$ cat src/rtl/amb_pkg.sv
// Shared types, widths and codes of the adaptive mean binarizer.
package amb_pkg;

    localparam int PIX_W = 8;
    localparam int COL_W = 11;
    localparam int ROW_W = 13;
    localparam int WIN_W = 4;
    localparam int OFS_W = 9;
    localparam int SUM_W = 16;
    localparam int CNT_W = 8;
    localparam int CFG_IDX_W = 2;
    localparam int CFG_DATA_W = 13;

    localparam int DEF_MAX_WIDTH = 1024;
    localparam int DEF_MAX_WINDOW = 15;

    localparam logic [COL_W-1:0] RST_WIDTH = 11'd1024;
    localparam logic [ROW_W-1:0] RST_HEIGHT = 13'd480;
    localparam logic [WIN_W-1:0] RST_WINDOW = 4'd3;
    localparam logic [OFS_W-1:0] RST_OFFSET = 9'd0;

    typedef enum logic [CFG_IDX_W-1:0] {
        CFG_WIDTH  = 2'd0,
        CFG_HEIGHT = 2'd1,
        CFG_WINDOW = 2'd2,
        CFG_OFFSET = 2'd3
    } t_cfg_idx;

    typedef enum logic {
        OP_PIXEL = 1'b0,
        OP_DRAIN = 1'b1
    } t_op;

    typedef enum logic [2:0] {
        B_IDLE,
        B_CENTER,
        B_SCAN,
        B_TAIL,
        B_MUL,
        B_PUSH
    } t_bstate;

    typedef struct packed {
        logic [COL_W-1:0] w;
        logic [ROW_W-1:0] h;
        logic [WIN_W-1:0] back;
        logic [WIN_W-1:0] ahead;
    } t_geom;

    typedef struct packed {
        logic [ROW_W-1:0] row;
        logic [COL_W-1:0] col;
        logic [ROW_W-1:0] r0;
        logic [ROW_W-1:0] r1;
        logic [COL_W-1:0] c0;
        logic [COL_W-1:0] c1;
        logic             last;
    } t_job;

    typedef struct packed {
        logic             we;
        logic [ROW_W-1:0] row;
        logic [COL_W-1:0] col;
        logic [PIX_W-1:0] data;
    } t_wr;

endpackage

$ cat src/rtl/amb_front.sv
// Front part: takes input beats, writes pixels, decides when a window is complete.
module amb_front (
    input  logic                i_clk,
    input  logic                i_rst_n,
    input  logic                i_restart,
    input  amb_pkg::t_geom      i_geom,
    input  logic                i_push,
    input  logic                i_op,
    input  logic [amb_pkg::PIX_W-1:0] i_pixel,
    input  logic                i_pop_job,
    input  logic                i_back_busy,
    output logic                o_full,
    output amb_pkg::t_wr        o_wr,
    output logic                o_job_valid,
    output amb_pkg::t_job       o_job
);
    import amb_pkg::*;

    logic [COL_W-1:0] r_in_col, n_in_col, r_out_col, n_out_col;
    logic [ROW_W-1:0] r_in_row, n_in_row, r_out_row, n_out_row;
    logic             r_q_valid, r_wait;
    t_job             r_q_job, job;
    logic             accept, take, ready, emit;
    logic [ROW_W:0]   row_sum;
    logic [COL_W:0]   col_sum;
    logic [ROW_W-1:0] hm1, need_r;
    logic [COL_W-1:0] wm1, need_c;

    assign o_full = r_q_valid | r_wait;
    assign accept = i_push & ~o_full;
    assign take = accept && (i_op == OP_PIXEL) && (r_in_row < i_geom.h);
    assign hm1 = i_geom.h - 1'b1;
    assign wm1 = i_geom.w - 1'b1;

    always_comb begin
        n_in_col = r_in_col;
        n_in_row = r_in_row;
        if (take) begin
            if ((COL_W+1)'(r_in_col) + (COL_W+1)'(1) >= (COL_W+1)'(i_geom.w)) begin
                n_in_col = '0;
                n_in_row = r_in_row + 1'b1;
            end else begin
                n_in_col = r_in_col + 1'b1;
            end
        end
        row_sum = (ROW_W+1)'(r_out_row) + (ROW_W+1)'(i_geom.ahead);
        col_sum = (COL_W+1)'(r_out_col) + (COL_W+1)'(i_geom.ahead);
        need_r = (row_sum < (ROW_W+1)'(hm1)) ? row_sum[ROW_W-1:0] : hm1;
        need_c = (col_sum < (COL_W+1)'(wm1)) ? col_sum[COL_W-1:0] : wm1;
        ready = (n_in_row > need_r) || ((n_in_row == need_r) && (n_in_col > need_c));
        emit = accept && ready;
        job.row = r_out_row;
        job.col = r_out_col;
        job.r0 = (r_out_row >= ROW_W'(i_geom.back)) ? r_out_row - ROW_W'(i_geom.back) : '0;
        job.c0 = (r_out_col >= COL_W'(i_geom.back)) ? r_out_col - COL_W'(i_geom.back) : '0;
        job.r1 = need_r;
        job.c1 = need_c;
        job.last = (r_out_row == hm1) && (r_out_col == wm1);
        n_out_col = r_out_col;
        n_out_row = r_out_row;
        if (emit) begin
            if (job.last) begin
                n_in_col = '0;
                n_in_row = '0;
                n_out_col = '0;
                n_out_row = '0;
            end else if (r_out_col == wm1) begin
                n_out_col = '0;
                n_out_row = r_out_row + 1'b1;
            end else begin
                n_out_col = r_out_col + 1'b1;
            end
        end
    end

    always_ff @(posedge i_clk) begin
        if (!i_rst_n || i_restart) begin
            r_in_col <= '0;
            r_in_row <= '0;
            r_out_col <= '0;
            r_out_row <= '0;
            r_q_valid <= 1'b0;
            r_wait <= 1'b0;
        end else begin
            r_in_col <= n_in_col;
            r_in_row <= n_in_row;
            r_out_col <= n_out_col;
            r_out_row <= n_out_row;
            if (emit) begin
                r_q_valid <= 1'b1;
            end else if (i_pop_job) begin
                r_q_valid <= 1'b0;
            end
            if (emit && job.last) begin
                r_wait <= 1'b1;
            end else if (!r_q_valid && !i_back_busy) begin
                r_wait <= 1'b0;
            end
        end
    end

    always_ff @(posedge i_clk) begin
        if (emit) begin
            r_q_job <= job;
        end
    end

    assign o_wr.we = take;
    assign o_wr.row = r_in_row;
    assign o_wr.col = r_in_col;
    assign o_wr.data = i_pixel;
    assign o_job_valid = r_q_valid;
    assign o_job = r_q_job;

    a_emit_room: assert property (@(posedge i_clk) disable iff (!i_rst_n)
        emit |-> !r_q_valid) else $error("job issued into an occupied queue");
    a_job_held: assert property (@(posedge i_clk) disable iff (!i_rst_n)
        r_q_valid && !i_pop_job && !i_restart |=> r_q_valid)
        else $error("queued job lost without being taken");
    a_in_row: assert property (@(posedge i_clk) disable iff (!i_rst_n)
        r_in_row <= i_geom.h) else $error("input row beyond frame");

endmodule

$ cat config.mk
export PLATFORM = sky130hd
export DESIGN_NAME = amb_front
export DESIGN_NICKNAME = d
export VERILOG_FILES = /design/src/rtl/amb_pkg.sv /design/src/rtl/amb_front.sv
export SDC_FILE = /design/constraint.sdc
export NUM_CORES = 1
export LEC_CHECK = 0
export ABC_CLOCK_PERIOD_IN_PS = 11900
export BUFFER_PORTS_ARGS = -buffer_cell sky130_fd_sc_hd__buf_2
export CORE_ASPECT_RATIO = 1.5
export CORE_UTILIZATION = 45
export DETAILED_ROUTE_END_ITERATION = 8
export PLACE_DENSITY_LB_ADDON = 0.25
export SLEW_MARGIN = 30
export SYNTH_ARGS = -nofsm -noshare
export SYNTH_HDL_FRONTEND = slang
export SYNTH_SLANG_ARGS = --single-unit
$ cat constraint.sdc
create_clock -name i_clk -period 11.9 [get_ports i_clk]
set_clock_uncertainty 0.2 [all_clocks]
set_input_delay 1.785 -clock i_clk [delete_from_list [all_inputs] [get_ports i_clk]]
set_output_delay 1.785 -clock i_clk [all_outputs]
set_load 0.02 [all_outputs]
# Yosys cells after proc, flatten, opt, wreduce, memory -nomap -nowiden
# Index checks and enable logic that the tools add are counted.
[word_totals] memories=0 latch_bits=0 ff_bits=123 word_cells=73 output_inout_bits=108 mem_bits_rw=0 in_bits=47 mem_bits_ro=0
[op_classes] bitwise_logic=4 addsub=11 n_eq_ne=3 n_mul=0 div=0 n_mux=18 reduce_logical=16 shifts=0 magnitude_cmp=8
[ops] cell="2-to-1 mux 13 bit" n=7
[ops] cell="2-to-1 mux 11 bit" n=7
[ops] cell="adder 13 x 1 -> 13 bit (second input constant)" n=2
[ops] cell="equality test 13 bit" n=2
[ops] cell="adder 11 x 1 -> 11 bit (second input constant)" n=2
[ops] cell="adder 13 x 4 -> 14 bit" n=1
[ops] cell="< comparator 14 x 13 -> 1 bit" n=1
[ops] cell=">= comparator 13 x 4 -> 1 bit" n=1
[ops] cell="greater-than comparator 13 bit" n=1
[ops] cell="< comparator 13 bit" n=1
[ops] cell="subtractor 13 x 1 -> 13 bit (second input constant)" n=1
[ops] cell="subtractor 13 x 4 -> 13 bit" n=1
[ops] cell="adder 11 x 1 -> 12 bit (second input constant)" n=1
[ops] cell="adder 11 x 4 -> 12 bit" n=1
[ops] cell=">= comparator 12 x 11 -> 1 bit" n=1
[ops] cell="< comparator 12 x 11 -> 1 bit" n=1
[ops] cell="equality test 11 bit" n=1
[ops] cell=">= comparator 11 x 4 -> 1 bit" n=1
[ops] cell="greater-than comparator 11 bit" n=1
[ops] cell="subtractor 11 x 1 -> 11 bit (second input constant)" n=1
[ops] cell="subtractor 11 x 4 -> 11 bit" n=1
[ops] cell="logical AND 1 bit" n=7
[ops] cell="nonzero test 2 bit" n=3
[ops] cell="2-to-1 mux 1 bit" n=4
[ops] cell="other kinds (6)" n=10

# Depth between registers and ports, before layout
# Gate-level depths: netlist of run 1.
[logic_depth] depth_word=12 depth_mapped=30 depth_no_buf=25

# Worst setup path before layout of run 1
# No wires, ideal clock.
[synth_timing] kind="in2reg" startpoint="input port i_geom[1] (netlist bit)" endpoint="register r_q_job, in the netlist o_job[0] (enable)" n_path_buf=3 slack_ps=3309 cell_stages=25 t_required_ps=11273 t_arrival_ps=7964 setup_ps=427 path_cell_list="ha_1 > a21o_1 > a21oi_1 > nor2b_1 > o21ai_0 > xnor2_1 > inv_1 > ha_1 > a21o_1 > a21oi_1 > nor2b_1 > o21ai_0 > a21oi_1 > or3b_2 > clkbuf_1 > buf_1 > mux2_2 > ha_1 > and4_1 > o211ai_1 > a21oi_1 > nor3_1 > or2_2 > clkbuf_1 > inv_1"
[synth_via] elab_chain_len=7 word_cells_on_any_way=12 cone_classes="2 x add/sub; 4 x order compare; 1 x eq/ne; 2 x mux; 3 x reduce/logical"
[synth_rtl] item="start: declaration" line="amb_front.sv:6" source="input amb_pkg::t_geom i_geom,"
[synth_rtl] item="parallel branches: the longest is 5 deep, another holds adder 13 x 4 -> 14 bit"
[synth_rtl] item="logical OR 1 bit (*)" line="amb_front.sv:50" source="ready = (n_in_row > need_r) || ((n_in_row == need_r) && (n_in_col > need_c));"
[synth_rtl] item="logical AND 1 bit (*)" line="amb_front.sv:51" source="emit = accept && ready;"
[synth_rtl] item="named net emit" line="amb_front.sv:23" source="logic accept, take, ready, emit;"
[synth_rtl] item="end signal: assignment" line="amb_front.sv:104" source="r_q_job <= job;"
[synth_rtl] item="end: declaration" line="amb_front.sv:22" source="t_job r_q_job, job;"
# Mark *: on every way through the listed nets, which the timed path passes.
# A chain may end at the register's enable or synchronous reset.

# Worst setup path in the final report of run 1
[layout_timing] startpoint="input port i_geom[1] (netlist bit)" endpoint="register r_q_job, in the netlist o_job[33] (enable)"
# Same word-level chain as after synthesis.

==> impl_metrics.yaml, run 1 <==
pwr:
  power.density_cell_area_mw_per_mm2: 102
  p_leak_nw: 4.78
  peakVddDrop_uv: 85.3
sta:
  setup-tns-final_ns: 0
  worstMarginPinSlew_ns: 0.928
  max_freq_mhz: 118
  rsz0062_at_grt: "no"
  min_period_over_period: 0.713
  hold_viol: 0
  drv_slew: 0
  setup_violations: 0
  fin_ws_ns: 3.41
  hold_ws_ns: 0.293
  period_needed_ns: 8.49
  maxSlewHeadroom: 0.376
min_path:
  min_path_cells: 2
  hold_path_class: "reg2reg"
  holdPathEnd: "r_wait$_SDFFE_PP0P_"
  holdCritStartpoint: "r_wait$_SDFFE_PP0P_"
place:
  pre_cts_ws_ns: 2.50
  hpwl_microns: 19700
  place.gp.congestion: 0.971
  portBuffers: 138
floorplanning:
  fp.dieW_microns: 120
  start_util: 0.459
  dieArea_sq_mm: 0.0213
  die_y_microns: 178
  core_sq_mm: 0.0203
  num_rows: 64
  io_pins: 155
detailed_routing:
  met2_length_microns: 13400
  drt_iter0_markers: 369
  post-route-drc-count: 0
  ant_nets: 0
  viasPerCell: 5.64
  met1_length_microns: 9670
  wl_met3_microns: 967
  vias: 7800
  firstDrtPassIters: 5
  drt-total-wl_microns: 25200
  top_layer: "met4"
  wire_per_inst_microns: 18.2
critical_path:
  reg2reg_slack_ns: 4.36
  crit_type: "in2reg"
  cpMaxStageDelayCell: "or3b_2"
  cp-end-kind: "register"
  worstPathRequired_ns: 11.76
  crit_family: "compound AO/OA/AOI/OAI gates"
  path_cells: "buf_2 -> ha_1 -> a21o_1 -> a21oi_1 -> nor2b_1 -> o21ai_0 -> xnor2_1 -> inv_1 -> ha_1 -> a21o_1 -> a21oi_1 -> nor2b_1 -> o21ai_0 -> a21oi_1 -> or3b_2 -> mux2_2 -> ha_1 -> and4_1 -> o211ai_1 -> a21oi_1 -> nor3_2 -> or2_2 -> inv_2 -> buf_4"
  max_stage_delay_ns: 0.78
  worst-path-buf-inv: 4
  cp.arrival_ns: 8.35
  start_kind: "input pin"
  rr_endpoint: "o_job[33]$_DFFE_PP_"
  crit_fanout: 57
  rr_startpoint: "r_out_row[1]$_SDFFE_PP0P_"
  r2r_cells: 23
  path_common_cell: "a21oi_1"
global_route:
  grt_start_max_net_pins: 58
  overflow: 0
  track_usage: 0.239
  antenna_found_initial: 0
  grt_pass1_vias: 7438
  grt_pass1_wl_microns: 39000
synthesis:
  yosys_most_used_dff: "edfxtp_1"
  async_flop_share: 0
  synth-seq-cells: 123
  syn_inst: 999
  syn_avg_cell_area_sq_um: 9.35
  synth_seq_area_share: 0.342
  syn-cell-area_sq_mm: 0.00934
  ys_warn_count: 0
  synth_edf_count: 73
  synth_nets: 1141
  ys_types: 63
clock_network:
  clkSinkCount: 123
  hold_buffers: 0
  cts_root_buf: "clkbuf_16"
  clkTransAtPathRegs_ns: 0.06
  cts_tree: "built"
  post_cts_buffers: 0
  clockBufferDepth: 2
  cts-resized-gates: 0
  clk_latency_ns: 0.43
  cts_made_buffers: 17
  h-tree-depth: 4
cells_and_area:
  drive_gt1_frac: 0.196
  diodes: 0
  multi_input_area_sq_mm: 0.00566
  synthToLayoutAreaGrowth_pct: 15.6
  post-route-util: 0.531
  regArea_sq_mm: 0.00319
  fin_nets: 1247
  fillCellCount: 1911
flow_run:
  drv_cap: 0
status:
  status: "completed"
worst register-to-register path, cell delays in order (launching register included):
cell and delay [ns]:
dfxtp_1 0.53, ha_1 0.31, a21o_1 0.18, a21oi_1 0.22, nor2b_1 0.10, o21ai_0 0.42, xnor2_1 0.27, inv_1 0.09
ha_1 0.32, a21o_1 0.16, a21oi_1 0.15, nor2b_1 0.06, o21ai_0 0.14, a21oi_1 0.08, or3b_2 0.78, mux2_2 0.39
ha_1 0.29, and4_1 0.23, o211ai_1 0.09, a21oi_1 0.47, nor3_2 0.26, or2_2 0.42, inv_2 0.32, buf_4 0.64
per-layer routing:
layer	track usage	vias to the layer above
li1	-	3799
met1	0.265	3687
met2	0.439	242
met3	0.0326	72
met4	0.129	0
met5	0	-
per-stage QoR:
step	instance area, sq um	total power, mW	instances
after CTS	10800	1.11	1381
after global placement	10100	0.573	1349
final	10800	1.10	1382
after detailed placement	10100	0.575	1349
after floorplan	9340	0.541	999
after global routing	10800	1.14	1382
report_power, final:
group          total, mW  switching, mW  internal, mW
logic              0.110         0.0692        0.0409
clock network      0.534          0.201         0.334
registers          0.457        0.00213         0.455
total               1.10          0.272         0.830
cell families after synthesis:
logic type / after synthesis / synth area share
simple gates: 348 / 0.202
mux: 53 / 0.0602
fa+ha+maj: 95 / 0.131
flops: 123 / 0.342
buf+inv: 123 / 0.0537
xor+xnor: 107 / 0.108
compound gates: 150 / 0.104
synthesized netlist by cell type (all sizes together) (23+ instances only):
| master | count | area, sq um |
|---|---|---|
| xor2 | 27 | 236 |
| nor3 | 27 | 135 |
| nand3 | 23 | 115 |
| clkbuf | 38 | 143 |
| mux2 | 25 | 282 |
| nor2b | 32 | 200 |
| nor2 | 75 | 282 |
| edfxtp | 73 | 2190 |
| nand2 | 49 | 184 |
| inv | 67 | 251 |
| a21oi | 42 | 210 |
| o21ai | 42 | 221 |
| ha | 91 | 1140 |
| dfxtp | 50 | 1000 |
| xnor2 | 75 | 657 |
| mux2i | 28 | 280 |
worst max-delay path by stage:
stage,start,depth (start not counted),end,slack [ns]
final,i_geom[1],24,o_job[33]$_DFFE_PP_,3.41
after global routing,i_geom[0],27,o_job[33]$_DFFE_PP_,2.88
after CTS,i_geom[0],27,r_out_row[4]$_SDFFE_PP0P_,2.96
after detailed placement,i_geom[0],27,r_out_row[4]$_SDFFE_PP0P_,2.50
after global placement,i_geom[21],23,r_out_row[4]$_SDFFE_PP0P_,2.59
after floorplan,i_geom[1],25,o_job[0]$_DFFE_PP_,3.31
cells in the final DEF, fill, tap and decap left out, types with 5 or more instances in the layout:
cell type    n
xnor3_1      5
o21ai_0     41
and2_1      11
ha_1        91
or2_2        8
o31ai_1      6
nor3b_1      6
or4_1        7
and3_1      15
inv_1       66
dfxtp_1     50
nor2_1      75
and4_1       6
xnor2_1     75
edfxtp_1    73
mux2_2      25
nor2b_1     32
nand2_1     49
nor4_1      21
a21o_1      12
nand4_1     18
nand3_1     23
nor3_1      26
a21oi_1     42
inv_6        6
xor2_1      27
a22o_1       8
nand2b_1    11
o21a_1       9
clkbuf_16   17
buf_2      138
or3_1       22
mux2i_1     28
final cells by class:
class | instances | share of cell area
inverter | 67 | 0.0233
timing repair buffer | 143 | 0.0693
clock inverter | 14 | 0.0167
multi-input combinational | 753 | 0.525
tap | 264 | 0.0306
sequential | 123 | 0.296
clock buffer | 18 | 0.0397
registers in the layout, summed over array words and instances, names as in the netlist:
register     cells
o_job           73
r_in_row        13
r_out_row       13
r_in_col        11
r_out_col       11
o_job_valid      1
r_wait           1
Note: power is estimated with default switching activity, not from simulation.
==> inputs of run 2 (changes only) <==
--- a/config.mk
+++ b/config.mk
@@ -5,7 +5,8 @@
 export SDC_FILE = /design/constraint.sdc
 export NUM_CORES = 1
 export LEC_CHECK = 0
-export ABC_CLOCK_PERIOD_IN_PS = 11900
+export ABC_AREA = 1
+export ABC_CLOCK_PERIOD_IN_PS = 7900
 export BUFFER_PORTS_ARGS = -buffer_cell sky130_fd_sc_hd__buf_2
 export CORE_ASPECT_RATIO = 1.5
 export CORE_UTILIZATION = 45
==> constraint.sdc (replaced) <==
create_clock -name i_clk -period 7.9 [get_ports i_clk]
set_clock_uncertainty 0.2 [all_clocks]
set_input_delay 1.185 -clock i_clk [delete_from_list [all_inputs] [get_ports i_clk]]
set_output_delay 1.185 -clock i_clk [all_outputs]
set_load 0.02 [all_outputs]
==> impl_metrics.yaml, run 2 <==
detailed_routing:
  vias: 9155
  drt_iter0_markers: 556
  wire_per_inst_microns: 15.3
  viasPerCell: 5.21
  firstDrtPassIters: 7
  drt-total-wl_microns: 26900
  post-route-drc-count: 0
  ant_nets: 0
sta:
  min_period_over_period: 0.824
  maxSlewHeadroom: 0.366
  setup-tns-final_ns: 0
  drv_slew: 0
  hold_viol: 0
  worstMarginPinSlew_ns: 0.946
  max_freq_mhz: 154
  setup_violations: 0
  period_needed_ns: 6.51
  rsz0062_at_grt: "no"
clock_network:
  clockBufferDepth: 2
  cts_made_buffers: 17
  cts_tree: "built"
  clkSinkCount: 123
  cts_root_buf: "clkbuf_16"
  post_cts_buffers: 0
  hold_buffers: 0
  cts-resized-gates: 0
  clkTransAtPathRegs_ns: 0.06
  h-tree-depth: 4
  clk_latency_ns: 0.44
synthesis:
  synth-seq-cells: 123
  synth_top_cell_by_area: "edfxtp_1"
  synthTopCellsByArea: "edfxtp_1 23%, nand2_1 13%, ha_1 12%"
  ys_types: 44
  ys_warn_count: 0
  synth_seq_area_share: 0.330
  syn_inst: 1354
  synth_common_cells: "336 x nand2_1, 210 x inv_1, 148 x nor2_1, 116 x nand3_1, 91 x ha_1"
  synth_nets: 1496
  syn-cell-area_sq_mm: 0.00968
  async_flop_share: 0
  synth_edf_count: 73
  syn_avg_cell_area_sq_um: 7.15
  yosys_most_used_dff: "edfxtp_1"
  yosysMostFrequentCell: "nand2_1"
  synth_top_cell_area_share: 0.226
global_route:
  track_usage: 0.251
  overflow: 0
  grt_start_max_net_pins: 96
  grt_pass1_vias: 8681
  antenna_found_initial: 1
  grt_pass1_wl_microns: 42400
place:
  place.gp.congestion: 0.897
  hpwl_microns: 21500
  portBuffers: 138
  dpl_cell_area_sq_mm: 0.0105
critical_path:
  crit_family: "simple AND/OR/NAND/NOR gates"
  cpMaxStageDelayCell: "nand4_1"
  start_kind: "input pin"
  r2r_cells: 32
  worst-path-buf-inv: 7
  max_stage_delay_ns: 0.45
  worstPathRequired_ns: 8.01
  cp.arrival_ns: 6.62
  crit_fanout: 95
  crit_cells: 33
  path_common_cell: "nand2_1"
  crit_type: "in2reg"
  cp-end-kind: "register"
pwr:
  peakVddDrop_uv: 138
  p_leak_nw: 5.67
  power.density_cell_area_mw_per_mm2: 163
min_path:
  min_path_cells: 2
  hold_path_class: "reg2reg"
floorplanning:
  num_rows: 65
  core_sq_mm: 0.0211
  io_pins: 155
  start_util: 0.460
  die_y_microns: 182
  fp.dieW_microns: 122
  dieArea_sq_mm: 0.0221
cells_and_area:
  layout_common_cells: "336 x nand2_1, 210 x inv_1, 147 x nor2_1"
  synthToLayoutAreaGrowth_pct: 14.6
  largest_reg_flops: 73
  fin_nets: 1617
  drive_gt1_frac: 0.137
  fillCellCount: 2119
  multi_input_area_sq_mm: 0.00543
  post-route-util: 0.527
  regArea_sq_mm: 0.00319
  layout_commonest_cell: "nand2_1"
  final_area_sq_mm: 0.0111
flow_run:
  drv_cap: 0
status:
  status: "completed"
run 2: logic make-up (layout without fill, tap and decap cells):
family / count (synthesis) / in the layout / synth area share
compound gates: 109 / 109 / 0.0620
buf+inv: 258 / 392 / 0.109
fa+ha+maj: 95 / 95 / 0.126
xor+xnor: 52 / 52 / 0.0471
simple gates: 717 / 717 / 0.326
flops: 123 / 123 / 0.330
other cells: 0 / 1 / 0
run 2: routing by layer:
layer | up-vias | routed length (microns) | track usage
met4 | 0 | 794 | 0.113
met2 | 242 | 14500 | 0.468
li1 | 4653 | - | -
met3 | 55 | 1100 | 0.0430
met1 | 4205 | 10500 | 0.269
met5 | - | 0 | 0
run 2: per-stage QoR:
step | hold WS, ns | instances | setup WS, ns | power (mW)
after floorplan | 0.203 | 1354 | 1.57 | 0.962
after global placement | 0.314 | 1724 | 0.997 | 1.05
after detailed placement | 0.307 | 1724 | 0.973 | 1.06
after CTS | 0.317 | 1756 | 1.42 | 1.83
after global routing | 0.351 | 1756 | 0.853 | 1.89
final | 0.321 | 1757 | 1.39 | 1.81
run 2: area by class of cell:
class,count,share of cell area
Antenna cell,1,0.000226
Clock buffer,18,0.0387
Clock inverter,14,0.0130
Inverter,216,0.0731
Multi-Input combinational cell,973,0.490
Sequential cell,123,0.288
Tap cell,268,0.0302
Timing Repair Buffer,144,0.0674
run 2: power by group:
group	internal [mW]	switching, mW	total, mW
clock	0.464	0.302	0.766
combinational	0.0908	0.208	0.299
sequential	0.730	0.0154	0.745
total	1.28	0.526	1.81
run 2: path summary, 6_finish.rpt:
check | from | endpoint | slack [ns]
hold / removal | r_wait$_SDFFE_PP0P_ | r_wait$_SDFFE_PP0P_ | 0.32
setup reg to reg | r_out_row[0]$_SDFFE_PP0P_ | r_out_col[1]$_SDFFE_PP0P_ | 1.71
hold reg to reg | r_wait$_SDFFE_PP0P_ | r_wait$_SDFFE_PP0P_ | 0.32
setup / recovery | i_geom[0] | r_out_col[1]$_SDFFE_PP0P_ | 1.39
run 2: worst min-delay path, delay by kind of cell (launching register included):
kind,cells,cell delay [ns]
AOI/OAI and AO/OA,2,0.17
DFF,1,0.30
==> inputs of run 3 (changes only) <==
--- a/config.mk
+++ b/config.mk
@@ -5,8 +5,8 @@
 export SDC_FILE = /design/constraint.sdc
 export NUM_CORES = 1
 export LEC_CHECK = 0
-export ABC_AREA = 1
-export ABC_CLOCK_PERIOD_IN_PS = 7900
+export ABC_AREA = 0
+export ABC_CLOCK_PERIOD_IN_PS = 5700
 export BUFFER_PORTS_ARGS = -buffer_cell sky130_fd_sc_hd__buf_2
 export CORE_ASPECT_RATIO = 1.5
 export CORE_UTILIZATION = 45
==> constraint.sdc (replaced) <==
create_clock -name i_clk -period 5.7 [get_ports i_clk]
set_clock_uncertainty 0.2 [all_clocks]
set_input_delay 0.855 -clock i_clk [delete_from_list [all_inputs] [get_ports i_clk]]
set_output_delay 0.855 -clock i_clk [all_outputs]
set_load 0.02 [all_outputs]
==> impl_metrics.yaml, run 3 (synthesis results as in run 1) <==
global_route:
  grt_pass1_vias: 8620
  overflow: 0
  track_usage: 0.264
  grt_pass1_wl_microns: 42800
  grt_start_max_net_pins: 26
  antenna_found_initial: 0
cells_and_area:
  post-route-util: 0.650
  drive_gt1_frac: 0.390
  final_area_sq_mm: 0.0132
  multi_input_area_sq_mm: 0.00622
  layout_commonest_cell: "buf_4"
  regArea_sq_mm: 0.00319
  diodes: 0
  fin_nets: 1474
  largest_reg_flops: 73
  layout_common_cells: "201 x buf_4, 137 x buf_2, 77 x ha_1"
  fillCellCount: 1648
  synthToLayoutAreaGrowth_pct: 41.6
flow_run:
  drv_cap: 0
clock_network:
  clockBufferDepth: 2
  cts_root_buf: "clkbuf_16"
  h-tree-depth: 4
  cts_made_buffers: 17
  clkSinkCount: 123
  cts_tree: "built"
  clk_latency_ns: 0.43
  clkTransAtPathRegs_ns: 0.05
detailed_routing:
  top_layer: "met4"
  vias: 8745
  met2_length_microns: 15100
  post-route-drc-count: 0
  ant_nets: 0
  viasPerCell: 5.44
  firstDrtPassIters: 6
  wl_met3_microns: 1210
  met1_length_microns: 10400
  drt_iter0_markers: 405
  wire_per_inst_microns: 17.5
  drt-total-wl_microns: 28200
sta:
  min_period_over_period: 1.06
  hold_ws_ns: 0.308
  setup_violations: 123
  max_freq_mhz: 166
  period_needed_ns: 6.02
  hold_viol: 0
  worstMarginPinSlew_ns: 1.11
  setup-tns-final_ns: -28.28
  rsz0062_at_grt: "yes"
  drv_slew: 0
  maxSlewHeadroom: 0.255
  fin_ws_ns: -0.317
place:
  dpl_cell_area_sq_mm: 0.0119
  pre_cts_ws_ns: -0.988
  place.gp.congestion: 0.931
  hpwl_microns: 21400
  portBuffers: 138
critical_path:
  crit_type: "in2reg"
  worstPathRequired_ns: 5.80
  cp.arrival_ns: 6.12
  crit_path_end: "r_in_row[7]$_SDFF_PP0_"
  reg2reg_slack_ns: -0.26
  max_stage_delay_ns: 0.59
  cpMaxStageDelayCell: "or4_4"
  start_kind: "input pin"
  crit_start: "i_geom[9]"
  crit_fanout: 15
  rr_endpoint: "r_out_row[6]$_SDFFE_PP0P_"
  cp-end-kind: "register"
  r2r_cells: 26
  rr_startpoint: "r_out_col[1]$_SDFFE_PP0P_"
pwr:
  clkPwrFrac: 0.442
  sw_frac_of_total: 0.258
  peakVddDrop_uv: 188
  power.density_cell_area_mw_per_mm2: 174
  p_int_mw: 1.70
  comb_power_share: 0.142
  p_leak_nw: 6.01
  pwr-share-seq: 0.416
  p_sw_mw: 0.593
floorplanning:
  num_rows: 64
  dieArea_sq_mm: 0.0213
  io_pins: 155
  die_y_microns: 178
  start_util: 0.459
  core_sq_mm: 0.0203
  fp.dieW_microns: 120
status:
  status: "complete, but fails checks"
  violations: "setup timing"
min_path:
  hold_path_class: "reg2reg"
[run 3: cell types whose count changed in the layout (fill, tap and decap cells not counted), sizes merged, moves of 25 or more]
cell | previous run | this run
buf | 144 | 369
mux2i | 0 | 28
nor2 | 156 | 75
nand4 | 45 | 18
nand2 | 343 | 50
mux2 | 0 | 25
xnor2 | 3 | 75
inv | 219 | 69
nor2b | 5 | 32
nand3 | 118 | 23
[run 3: worst min path at each step]
stage,slack (ns),cells past startpoint,endpoint,startpoint
global placement,0.28,2,o_job_valid$_SDFFE_PP0P_,o_job_valid$_SDFFE_PP0P_
detailed placement,0.29,2,o_job_valid$_SDFFE_PP0P_,o_job_valid$_SDFFE_PP0P_
finish,0.31,2,o_job_valid$_SDFFE_PP0P_,o_job_valid$_SDFFE_PP0P_
floorplan,0.21,0,o_job[55]$_DFFE_PP_,r_out_col[6]$_SDFFE_PP0P_
global route,0.33,2,o_job_valid$_SDFFE_PP0P_,o_job_valid$_SDFFE_PP0P_
CTS,0.29,2,o_job_valid$_SDFFE_PP0P_,o_job_valid$_SDFFE_PP0P_
[run 3: timing repair]
| item | 4_1_cts | 5_1_grt |
|---|---|---|
| buffers inserted | 23 | 12 |
| cloned | 3 | 1 |
| pin swaps | 28 | 40 |
| hold buffers | 0 | 0 |
| resized for setup | 55 | 49 |
| setup endpoints to repair | 123 | 123 |
[run 3: layout make-up]
cell class | instances | share of cell area
repair buffers | 369 | 0.202
clock buffers | 18 | 0.0325
inverters | 67 | 0.0195
well taps | 264 | 0.0250
clock inverters | 14 | 0.00918
multi-input cells | 754 | 0.471
flip-flops and latches | 123 | 0.242
[run 3: power groups by stage]
stage | Clock [mW] | Sequential (mW) | Combinational, mW
after global placement | 0 | 0.972 | 0.287
after detailed placement | 0 | 0.972 | 0.292
after floorplan | 0 | 0.989 | 0.149
after global routing | 1.06 | 0.954 | 0.353
after CTS | 1.03 | 0.954 | 0.318
final | 1.01 | 0.954 | 0.326
[run 3: routing by layer]
layer | vias up | GRT usage
met4 | 0 | 0.173
met3 | 95 | 0.0364
met2 | 257 | 0.495
met1 | 4138 | 0.272
li1 | 4255 | -
met5 | - | 0
[run 3: worst max-delay path: cells and delay by family]
kind,cells,cell delay (ns)
buf+inv,7,0.93
simple gates,9,2.51
fa+ha+maj,3,0.62
compound gates,7,0.91
mux,1,0.29
[run 3: per-stage QoR]
stage	total power, mW	cells
finish	2.29	1609
global route	2.37	1609
CTS	2.30	1603
detailed placement	1.26	1545
global placement	1.26	1545
floorplan	1.14	999
